**src/design/hrhp_pkg.sv**
```systemverilog
// ----------------------------------------------------------------------------
// hrhp_pkg
// Types, codes and constant tables shared by the HTTP request head parser.
// ----------------------------------------------------------------------------
package hrhp_pkg;

  // Default sizes
  localparam int unsigned PATH_CAPACITY_DEF   = 64;
  localparam int unsigned HEAD_BUDGET_DEF     = 512;
  localparam int unsigned LINE_CAPACITY_DEF   = 64;
  localparam int unsigned METHOD_CAPACITY_DEF = 8;

  // Counter widths cover the full legal range of each size
  localparam int unsigned METHOD_CNT_W = 4;
  localparam int unsigned PATH_CNT_W   = 8;
  localparam int unsigned HEAD_CNT_W   = 16;
  localparam int unsigned LINE_POS_W   = 8;
  localparam int unsigned PATH_LEN_W   = 7;

  localparam int unsigned PREFIX_LEN   = 23;
  localparam int unsigned GET_LEN      = 3;

  localparam logic [7:0] CHAR_SPACE = 8'h20;
  localparam logic [7:0] CHAR_LF    = 8'h0A;

  // Input actions
  localparam logic [1:0] ACT_DATA  = 2'd0;
  localparam logic [1:0] ACT_CLOSE = 2'd1;
  localparam logic [1:0] ACT_START = 2'd2;

  // Method status codes
  localparam logic [1:0] MS_GET     = 2'd0;
  localparam logic [1:0] MS_UNKNOWN = 2'd1;
  localparam logic [1:0] MS_CLOSED  = 2'd2;

  // Result kinds
  localparam logic KIND_PATH    = 1'b0;
  localparam logic KIND_SUMMARY = 1'b1;

  localparam logic [7:0] GET_WORD [GET_LEN] = '{8'h47, 8'h45, 8'h54};

  // "If-None-Match: contentN"
  localparam logic [7:0] PREFIX_A [PREFIX_LEN] = '{
    8'h49, 8'h66, 8'h2D, 8'h4E, 8'h6F, 8'h6E, 8'h65, 8'h2D, 8'h4D, 8'h61, 8'h74, 8'h63,
    8'h68, 8'h3A, 8'h20, 8'h63, 8'h6F, 8'h6E, 8'h74, 8'h65, 8'h6E, 8'h74, 8'h4E};

  // "Cache-Control: max-age="
  localparam logic [7:0] PREFIX_B [PREFIX_LEN] = '{
    8'h43, 8'h61, 8'h63, 8'h68, 8'h65, 8'h2D, 8'h43, 8'h6F, 8'h6E, 8'h74, 8'h72, 8'h6F,
    8'h6C, 8'h3A, 8'h20, 8'h6D, 8'h61, 8'h78, 8'h2D, 8'h61, 8'h67, 8'h65, 8'h3D};

  typedef struct packed {
    logic [1:0] action;
    logic [7:0] data_byte;
  } hrhp_in_t;

  typedef struct packed {
    logic                  kind;
    logic [7:0]            path_byte;
    logic [1:0]            method_status;
    logic [PATH_LEN_W-1:0] path_length;
    logic                  path_cut_short;
    logic                  not_modified_seen;
    logic                  head_complete;
  } hrhp_out_t;

endpackage

```
**src/design/http_request_head_parser.sv**
```systemverilog
// ----------------------------------------------------------------------------
// http_request_head_parser
// Parses method, path and header lines of one request, one byte per beat.
// ----------------------------------------------------------------------------
// A result goes to the result register, or to the skid while out_data is stalled.
// Throughput: one input beat per cycle while in_stall is low; the parse state
// updates in a single pass of logic between the input and the result register.
// A two-entry output (result register plus skid) keeps in_stall registered.
// Reset (rst_n low, synchronous): parser returns to the method phase, outputs
// go idle.
module http_request_head_parser #(
  parameter int unsigned PathCapacity   = hrhp_pkg::PATH_CAPACITY_DEF,
  parameter int unsigned HeadBudget     = hrhp_pkg::HEAD_BUDGET_DEF,
  parameter int unsigned LineCapacity   = hrhp_pkg::LINE_CAPACITY_DEF,
  parameter int unsigned MethodCapacity = hrhp_pkg::METHOD_CAPACITY_DEF
) (
  input  logic                clk,
  input  logic                rst_n,
  input  logic                in_valid,
  output logic                in_stall,
  input  hrhp_pkg::hrhp_in_t  in_data,
  output logic                out_valid,
  input  logic                out_stall,
  output hrhp_pkg::hrhp_out_t out_data
);
  import hrhp_pkg::*;

  localparam logic [METHOD_CNT_W-1:0] METHOD_CAP = METHOD_CNT_W'(MethodCapacity);
  localparam logic [PATH_CNT_W-1:0]   PATH_CAP   = PATH_CNT_W'(PathCapacity);
  localparam logic [HEAD_CNT_W-1:0]   HEAD_CAP   = HEAD_CNT_W'(HeadBudget);
  localparam logic [LINE_POS_W-1:0]   LINE_CAP   = LINE_POS_W'(LineCapacity);
  localparam logic [LINE_POS_W-1:0]   PREFIX_END = LINE_POS_W'(PREFIX_LEN);
  localparam logic [METHOD_CNT_W-1:0] GET_END    = METHOD_CNT_W'(GET_LEN);

  typedef enum logic [1:0] {
    PH_METHOD = 2'd0,
    PH_PATH   = 2'd1,
    PH_HEAD   = 2'd2,
    PH_DONE   = 2'd3
  } phase_t;

  phase_t                  phase_r, phase_nxt;
  logic [METHOD_CNT_W-1:0] method_count_r, method_count_nxt;
  logic                    method_matches_r, method_matches_nxt;
  logic [1:0]              method_result_r, method_result_nxt;
  logic [PATH_CNT_W-1:0]   path_count_r, path_count_nxt;
  logic [HEAD_CNT_W-1:0]   head_count_r, head_count_nxt;
  logic [LINE_POS_W-1:0]   line_pos_r, line_pos_nxt;
  logic                    prefix_a_alive_r, prefix_a_alive_nxt;
  logic                    prefix_b_alive_r, prefix_b_alive_nxt;
  logic                    not_mod_r, not_mod_nxt;

  logic                    out_valid_r, skid_valid_r;
  hrhp_out_t               out_data_r, skid_data_r;

  logic                    in_accept, out_take;
  logic                    res_valid;
  hrhp_out_t               res;
  logic                    hit, complete;
  logic [7:0]              b;

  assign in_stall  = skid_valid_r;
  assign in_accept = in_valid && !skid_valid_r;
  assign out_take  = out_valid_r && !out_stall;
  assign out_valid = out_valid_r;
  assign out_data  = out_data_r;
  assign b         = in_data.data_byte;

  always_comb begin
    phase_nxt          = phase_r;
    method_count_nxt   = method_count_r;
    method_matches_nxt = method_matches_r;
    method_result_nxt  = method_result_r;
    path_count_nxt     = path_count_r;
    head_count_nxt     = head_count_r;
    line_pos_nxt       = line_pos_r;
    prefix_a_alive_nxt = prefix_a_alive_r;
    prefix_b_alive_nxt = prefix_b_alive_r;
    not_mod_nxt        = not_mod_r;
    res_valid          = 1'b0;
    res                = '0;
    hit                = 1'b0;
    complete           = 1'b0;

    if (in_accept) begin
      unique case (in_data.action)
        ACT_START: begin
          phase_nxt          = PH_METHOD;
          method_count_nxt   = '0;
          method_matches_nxt = 1'b1;
          method_result_nxt  = MS_GET;
          path_count_nxt     = '0;
          head_count_nxt     = '0;
          line_pos_nxt       = '0;
          prefix_a_alive_nxt = 1'b1;
          prefix_b_alive_nxt = 1'b1;
          not_mod_nxt        = 1'b0;
        end
        ACT_CLOSE: begin
          if (phase_r != PH_DONE) begin
            res_valid              = 1'b1;
            res.kind               = KIND_SUMMARY;
            res.method_status      = method_result_r;
            res.path_length        = path_count_r[PATH_LEN_W-1:0];
            res.path_cut_short     = (phase_r == PH_PATH);
            res.not_modified_seen  = not_mod_r;
            res.head_complete      = 1'b0;
            if (phase_r == PH_METHOD) begin
              res.method_status     = MS_CLOSED;
              res.path_length       = '0;
              res.path_cut_short    = 1'b1;
              res.not_modified_seen = 1'b0;
            end
            phase_nxt = PH_DONE;
          end
        end
        ACT_DATA: begin
          unique case (phase_r)
            PH_METHOD: begin
              if (b == CHAR_SPACE) begin
                method_result_nxt = (method_matches_r && method_count_r == GET_END) ?
                                    MS_GET : MS_UNKNOWN;
                phase_nxt = PH_PATH;
              end else begin
                if (method_count_r >= GET_END) begin
                  method_matches_nxt = 1'b0;
                end else if (b != GET_WORD[method_count_r[1:0]]) begin
                  method_matches_nxt = 1'b0;
                end
                method_count_nxt = method_count_r + 1'b1;
                // method field full: close it as if a space came
                if (method_count_nxt >= METHOD_CAP) begin
                  method_result_nxt = (method_matches_nxt && method_count_nxt == GET_END) ?
                                      MS_GET : MS_UNKNOWN;
                  phase_nxt = PH_PATH;
                end
              end
            end
            PH_PATH: begin
              if (b == CHAR_SPACE) begin
                phase_nxt = PH_HEAD;
              end else begin
                path_count_nxt = path_count_r + 1'b1;
                if (path_count_nxt >= PATH_CAP) begin
                  phase_nxt = PH_HEAD;
                end
                res_valid     = 1'b1;
                res.kind      = KIND_PATH;
                res.path_byte = b;
              end
            end
            PH_HEAD: begin
              head_count_nxt = head_count_r + 1'b1;
              if (b == CHAR_LF) begin
                hit = (prefix_a_alive_r || prefix_b_alive_r) && (line_pos_r >= PREFIX_END);
                if (hit && !not_mod_r) begin
                  not_mod_nxt = 1'b1;
                end else if (line_pos_r == '0) begin
                  complete = 1'b1;
                end
                line_pos_nxt       = '0;
                prefix_a_alive_nxt = 1'b1;
                prefix_b_alive_nxt = 1'b1;
              end else begin
                // compare prefixes on the fly, first bytes of the line only
                if (line_pos_r < PREFIX_END) begin
                  if (b != PREFIX_A[line_pos_r[4:0]]) prefix_a_alive_nxt = 1'b0;
                  if (b != PREFIX_B[line_pos_r[4:0]]) prefix_b_alive_nxt = 1'b0;
                end
                if (line_pos_r < LINE_CAP) begin
                  line_pos_nxt = line_pos_r + 1'b1;
                end
              end
              if (complete || head_count_nxt >= HEAD_CAP) begin
                res_valid             = 1'b1;
                res.kind              = KIND_SUMMARY;
                res.method_status     = method_result_r;
                res.path_length       = path_count_r[PATH_LEN_W-1:0];
                res.path_cut_short    = 1'b0;
                res.not_modified_seen = not_mod_nxt;
                res.head_complete     = complete;
                phase_nxt             = PH_DONE;
              end
            end
            default: begin
              // drop bytes after the summary
            end
          endcase
        end
        default: begin
          // unused action code: ignore
        end
      endcase
    end
  end

  always_ff @(posedge clk) begin
    if (!rst_n) begin
      phase_r          <= PH_METHOD;
      method_count_r   <= '0;
      method_matches_r <= 1'b1;
      method_result_r  <= MS_GET;
      path_count_r     <= '0;
      head_count_r     <= '0;
      line_pos_r       <= '0;
      prefix_a_alive_r <= 1'b1;
      prefix_b_alive_r <= 1'b1;
      not_mod_r        <= 1'b0;
      out_valid_r      <= 1'b0;
      skid_valid_r     <= 1'b0;
    end else begin
      phase_r          <= phase_nxt;
      method_count_r   <= method_count_nxt;
      method_matches_r <= method_matches_nxt;
      method_result_r  <= method_result_nxt;
      path_count_r     <= path_count_nxt;
      head_count_r     <= head_count_nxt;
      line_pos_r       <= line_pos_nxt;
      prefix_a_alive_r <= prefix_a_alive_nxt;
      prefix_b_alive_r <= prefix_b_alive_nxt;
      not_mod_r        <= not_mod_nxt;

      if (skid_valid_r) begin
        // drain the skid beat first; input is stalled meanwhile
        if (out_take) begin
          out_valid_r  <= 1'b1;
          skid_valid_r <= 1'b0;
        end
      end else if (!out_valid_r || out_take) begin
        out_valid_r <= res_valid;
      end else if (res_valid) begin
        skid_valid_r <= 1'b1;
      end
    end
  end

  always_ff @(posedge clk) begin
    if (skid_valid_r) begin
      if (out_take) out_data_r <= skid_data_r;
    end else if (!out_valid_r || out_take) begin
      if (res_valid) out_data_r <= res;
    end else if (res_valid) begin
      skid_data_r <= res;
    end
  end

  a_skid_implies_out: assert property (@(posedge clk) disable iff (!rst_n)
    skid_valid_r |-> out_valid_r)
    else $error("skid holds a beat while the result register is empty");

  a_summary_ends_parse: assert property (@(posedge clk) disable iff (!rst_n)
    (res_valid && res.kind == KIND_SUMMARY) |=> phase_r == PH_DONE)
    else $error("parser did not stop after its summary");

  a_path_bounded: assert property (@(posedge clk) disable iff (!rst_n)
    path_count_r <= PATH_CAP)
    else $error("path count passed its capacity");

  a_budget_bounded: assert property (@(posedge clk) disable iff (!rst_n)
    (head_count_r <= HEAD_CAP) && (line_pos_r <= LINE_CAP))
    else $error("header counters out of range");

endmodule

```
**config.mk**
```make
export PLATFORM = sky130hd
export DESIGN_NAME = http_request_head_parser
export DESIGN_NICKNAME = d
export VERILOG_FILES = /design/src/design/hrhp_pkg.sv /design/src/design/http_request_head_parser.sv
export SDC_FILE = /design/constraint.sdc
export NUM_CORES = 1
export LEC_CHECK = 0
export BUFFER_PORTS_ARGS = -buffer_cell sky130_fd_sc_hd__buf_2
export CAP_MARGIN = 20
export CORE_ASPECT_RATIO = 2
export CORE_MARGIN = 1
export CORE_UTILIZATION = 35
export CTS_CLUSTER_DIAMETER = 120
export DETAILED_ROUTE_END_ITERATION = 8
export PLACE_DENSITY_LB_ADDON = 0.25
export SLEW_MARGIN = 20
export SYNTH_ARGS = -nofsm -noshare
export SYNTH_HDL_FRONTEND = slang
export SYNTH_SLANG_ARGS = --single-unit
```
**constraint.sdc**
```tcl
create_clock -name clk -period 10.58 [get_ports clk]
set_input_delay 1.058 -clock clk [delete_from_list [all_inputs] [get_ports clk]]
set_output_delay 1.058 -clock clk [all_outputs]
set_load 0.05 [all_outputs]
```
# After elaboration in Yosys (flattened, before gate mapping)
# Memories as Yosys holds them, arrays and structs flattened.
# Index checks and enable logic that the tools add are counted.
# W data, S select, Z words.
[classes]
n_bitwise = 4
n_mux = 90
reduce_logical = 31
add_sub_neg = 4
order_cmp = 9
n_eq_ne = 27
[ops]
columns = ["operator", "n"]
rows = [
  ["$mux W8", 14],
  ["$mux W21", 5],
  ["$mux W1", 38],
  ["$mux W12", 3],
  ["$pmux W16 S2", 1],
  ["$pmux W8 S2", 2],
  ["$ne A8 B8 Y1", 3],
  ["$pmux W12 S2", 1],
  ["$mux W2", 9],
  ["$ne A3 B3 Y1 const B", 6],
  ["$add A16 B1 Y16 const B", 1],
  ["$add A8 B1 Y8 const B", 2],
  ["$bmux W8 S2", 1],
  ["$ge A16 B10 Y1 const B", 1],
  ["$mux W16", 1],
  ["$pmux W1 S2", 8],
  ["$reduce_and A4 Y1", 4],
  ["$pmux W2 S3", 2],
  ["$mux W11", 1],
  ["$ne A2 B2 Y1 const B", 5],
  ["$reduce_and A5 Y1", 2],
  ["$reduce_and A3 Y1", 3],
  ["$eq A4 B2 Y1 const B", 2],
  ["$eq A8 B4 Y1 const B", 1],
  ["other kinds (30)", 49],
]
[word_totals]
mem_bits_ro = 512
reg_bits = 88
elab_cells = 193
mem_count = 2
output_inout_bits = 23
input_bits = 14
[memory_table]
columns = ["memory", "words", "width", "read_ports", "rd_clocked_by_memory_dff", "write_ports", "line_no", "rtl"]
rows = [
  ["(name not given)", 32, 8, 1, 0, 0, "http_request_head_parser.sv:168", "if (b != PREFIX_B[line_pos_r[4:0]]) prefix_b_alive_nxt = 1'b0;"],
  ["(name not given)", 32, 8, 1, 0, 0, "http_request_head_parser.sv:167", "if (b != PREFIX_A[line_pos_r[4:0]]) prefix_a_alive_nxt = 1'b0;"],
]

# Logic depth before layout (Yosys ltp)
[logic_depth]
word_depth = 17
depth_mapped = 10
depth_no_buf = 8

# Worst setup path after synthesis
# No wires, ideal clock.
[synth_timing]
kind = "input port to flip-flop"
startpoint = "input port in_data[1] in the netlist's numbering"
endpoint = "register skid_data_r[0] in the netlist's numbering (enable)"
required_time_ps = 10127
stages = 7
n_path_buf = 1
slack_ps = 5823
t_arrival_ps = 4305
setup_time_ps = 453
cell_sequence = "clkbuf_1 -> nand2_1 -> nor4b_4 -> and4bb_2 -> or4_4 -> o31ai_2 -> nor4_1"
[synth_via]
elab_chain_len = 11
elab_cells_between_ends = 13
classes_between = "2 x eq/ne; 9 x mux; 2 x reduce/logical"
[synth_rtl]
columns = ["element", "line_no", "rtl"]
rows = [
  ["start, declared", "http_request_head_parser.sv:21", "input hrhp_pkg::hrhp_in_t in_data,"],
  ["$eq A8 B4 Y1", "http_request_head_parser.sv:154", "if (b == CHAR_LF) begin"],
  ["$mux W1", "http_request_head_parser.sv:154", ""],
  ["$mux W1", "http_request_head_parser.sv:118", "unique case (phase_r)"],
  ["$mux W1", "http_request_head_parser.sv:86", "unique case (in_data.action)"],
  ["$mux W1", "http_request_head_parser.sv:85", "if (in_accept) begin"],
  ["$logic_or A1 B1 Y1", "http_request_head_parser.sv:174", "if (complete || head_count_nxt >= HEAD_CAP) begin"],
  ["$mux W1", "http_request_head_parser.sv:174", ""],
  ["$pmux W1 S2 (*)", "http_request_head_parser.sv:118", ""],
  ["$pmux W1 S2 (*)", "http_request_head_parser.sv:86", ""],
  ["$mux W1 (*)", "http_request_head_parser.sv:85", ""],
  ["$reduce_and A3 Y1 (no line) (*)", "-", ""],
  ["end signal, assigned", "http_request_head_parser.sv:243", "skid_data_r <= res;"],
  ["end, declared", "http_request_head_parser.sv:54", "hrhp_out_t out_data_r, skid_data_r;"],
]
# Every way passes the cells marked *; elsewhere a longest branch is shown, timed or not. The select of a mux whose other input is x is not followed.
# A chain may end at the register's enable or synchronous reset.

# Worst setup path in the final report
[layout_timing]
startpoint = "input port in_data[0] in the netlist's numbering"
endpoint = "register skid_data_r[7] in the netlist's numbering (enable)"
# Same word-level chain as after synthesis.

==> results.md <==
* Final setup viols at 0
* Syn. warnings at 0
* Pwr Density at between 100 and 150 mW/mm2
* Clock buffer depth at 2
* Gr usage total at 16.9%
* Area Growth Syn to Fin at 11.0%
* Finished Layout Cells at roughly 770
* Iteration-0 DRC Markers at between 200 and 300
* First-pass GRT wire length at about 20000 um
* GRT overflow at 0
* Std-Cell Rows at between 60 and 70
* Maximum VDD drop at between 0.00008 and 0.00009 V
* Final worst slack at a little over 7000 ps
* Util after Layout at approximately 40%
* Detailed Place HPWL at roughly 9100 um
* Drt drc at 0
* Yosys cell types at 72
* Seq cells post-synth at between 80 and 90
* Post-Route WL at ~12000 um
* Initial Util at 36.0%
* Status: complete, no violations
* Number of CTS-inserted buffers at 9
* Drt wl/cell at roughly 16 um
* Antenna violations before repair at 0
* Die Footprint at around 0.015 mm2
* Critical path data arrival time at 3400 ps
* Critical path class: in -> reg
* Port bufs at 36
* Crit-path max cell delay at approximately 500 ps
* Clock skew at 11.2 ps
* Cell Area, Synth at between 0.005 and 0.006 mm2
* CP endpoint kind: register
* Switching Fraction at 23.4%
* Gate power share at 6.8%
* DP Cell Count at 753
* Clock power share at about two fifths
* Cells after Synth at 555
* Antenna Cells at 0
* Hold path start: line_pos_r[7]
* Data required, critical path at approximately 11000 ps
* Final nets at ~600
* Hold Buf Count CTS at 0
* CP top delay family: simple AND/OR/NAND/NOR gates
* Placement Setup Slack at slightly below 7000 ps
* Async SR Flop Fraction at 0%
* Sequential share of the synthesized area at between 40% and 50%
* CTS tree: built
* Seq pwr share at 51.4%
* Die Width at 88.2 um
* Relative slew slack at about a third
* Worst reg-to-reg setup slack at just over 7000 ps
* H-tree levels at 3
* Ys flop type: dfxtp_1
* Worst r2r path cells at 8
* TritonRoute pass-1 iters at 4
* Slew @ Worst Pin at around 1000 ps
* Internal power at ~0.53 mW
* Syn_area_per_cell at between 9 and 10 um2
* Root Driver: clkbuf_16
* Final period util at about a third
* Worst R2R End: out_data[8]
* Post-CTS sizing at 0
* Count of final hold-check violations at 0
* Crit path max-delay cell type: nor4_2
* TritonCTS Sinks at 87
* Slew Viols, Final at 0
* Top Ports at 37
* EDFF count, synth at 42
* Setup TNS at 0 ps
* Min-Delay Path Class: reg -> reg
* Core ar. at between 0.01 and 0.015 mm2
* RePlAce Congestion at approximately 0.86
* Worst hold slack at roughly 480 ps
* Synthesized net count at 586
* Critical-path maximum fanout at 16
* Chip Height at 174 um
* Net Switching at 0.161 mW
* Worst-path cell chain: buf_2 > nor4_4 > nor4b_4 > and4bb_2 > or4_4 > o31ai_2 > nor4_2 > buf_4
* Worst-path clk slew at roughly 70 ps
* Reg2reg start: line_pos_r[1]
* Vias in the first global route at 4199
* Vias/cell at between 5 and 6
* RSZ-0062 raised after global routing: no
* Max Cap Viol at 0
* Share of layout cells above drive strength 1 at roughly 15%
* Hold worst-path end: line_pos_r[7]
* Vias at between 4k and 5k
* Detail Route Antenna Nets at 0
* Pin count of the biggest net entering global routing at between 40 and 50
* Clk_lat worst skew at 350 ps
* Worst Path Buf+Inv at 2
* Hold path depth at 2
* Leak pwr at between 2 and 2.5 nW
* Startpoint Class: primary input
* Max Fclk at 297 MHz
* Tmin final at 3370 ps
* Setup bufs post-CTS at 0
state kept, by name (all words and copies together), names as in the netlist:
signal	cells
method_result_r	1
skid_data_r	21
method_matches_r	1
prefix_b_alive_r	1
phase_r	2
out_valid	1
out_data	21
head_count_r	16
not_mod_r	1
line_pos_r	8
method_count_r	4
path_count_r	8
prefix_a_alive_r	1
in_stall	1
power by group through the flow:
stage	registers [mW]	logic, mW	clock network, mW
4_1_cts	0.354	0.0474	0.296
3_3_place_gp	0.361	0.0463	0
3_5_place_dp	0.361	0.0472	0
5_1_grt	0.354	0.0518	0.310
6_report	0.354	0.0471	0.288
2_1_floorplan	0.363	0.0304	0
cells in the final DEF (no fill, tap or decap), drive strengths merged, types with 10 or more instances in the layout:
master,instances
a21oi,27
nand2,41
edfxtp,42
ha,17
nor2b,17
a21o,12
o21ai,32
nor3,13
nand3,16
and2,28
xor2,11
dfxtp,45
a22o,10
nand4,12
nor2,41
mux2i,10
inv,18
xnor2,14
buf,39
clkbuf,11
metal layers:
metal  GRT usage, %  routed length (um)
met3           2.80                 331
met5              0                   0
met1           19.1                4970
met4           9.01                 473
met2           29.5                6260
cells in the mapped netlist (all sizes together), types with 10 or more instances:
cell | count | area, um2
a22o | 10 | 92.6
mux2i | 10 | 100
and2 | 28 | 175
nor2b | 17 | 106
a21o | 12 | 90.1
nand3 | 16 | 85.1
nand2 | 41 | 154
ha | 17 | 213
o21ai | 32 | 160
clkbuf | 24 | 90.1
xnor2 | 14 | 123
xor2 | 11 | 96.3
inv | 17 | 63.8
nor2 | 41 | 154
edfxtp | 42 | 1260
dfxtp | 45 | 901
nand4 | 12 | 81.3
nor3 | 13 | 75.1
a21oi | 27 | 135
worst reg2reg max path, delay by kind of cell, from the launching register on:
family / cells / cell delay, ps
simple gates: 3 / 900
compound gates: 2 / 770
flops: 1 / 610
buf+inv: 2 / 370
fa+ha+maj: 1 / 320
worst max-delay path by stage:
stage                                 to  cells after the start       start
after CTS                    out_data[0]                      7  in_data[0]
after detailed placement  skid_data_r[7]                      8  in_data[0]
final                     skid_data_r[7]                      8  in_data[0]
after global routing      skid_data_r[8]                      8  in_data[0]
after global placement    skid_data_r[4]                      8  in_data[0]
after floorplan           skid_data_r[0]                      7  in_data[1]
cell type report:
cell class | count | area [um2]
Inverter | 17 | 63.8
Timing Repair Buffer | 39 | 203
Clock buffer | 11 | 233
Multi-Input combinational cell | 418 | 2840
Sequential cell | 87 | 2160
Clock inverter | 5 | 35.0
Tap cell | 192 | 240
Fill cell | 1451 | 8660
logic make-up after synthesis:
logic type	synth area share, %
compound gates	19.4
xor+xnor	4.21
fa+ha+maj	4.09
buf+inv	4.09
flops	41.6
mux	3.01
simple gates	23.6
metrics by stage:
stage	power (mW)	area, um2
floorplan	0.393	5200
global placement	0.408	5500
detailed placement	0.409	5500
CTS	0.698	5770
finish	0.689	5770
global route	0.716	5770
Note: power is estimated with default switching activity, not from simulation.
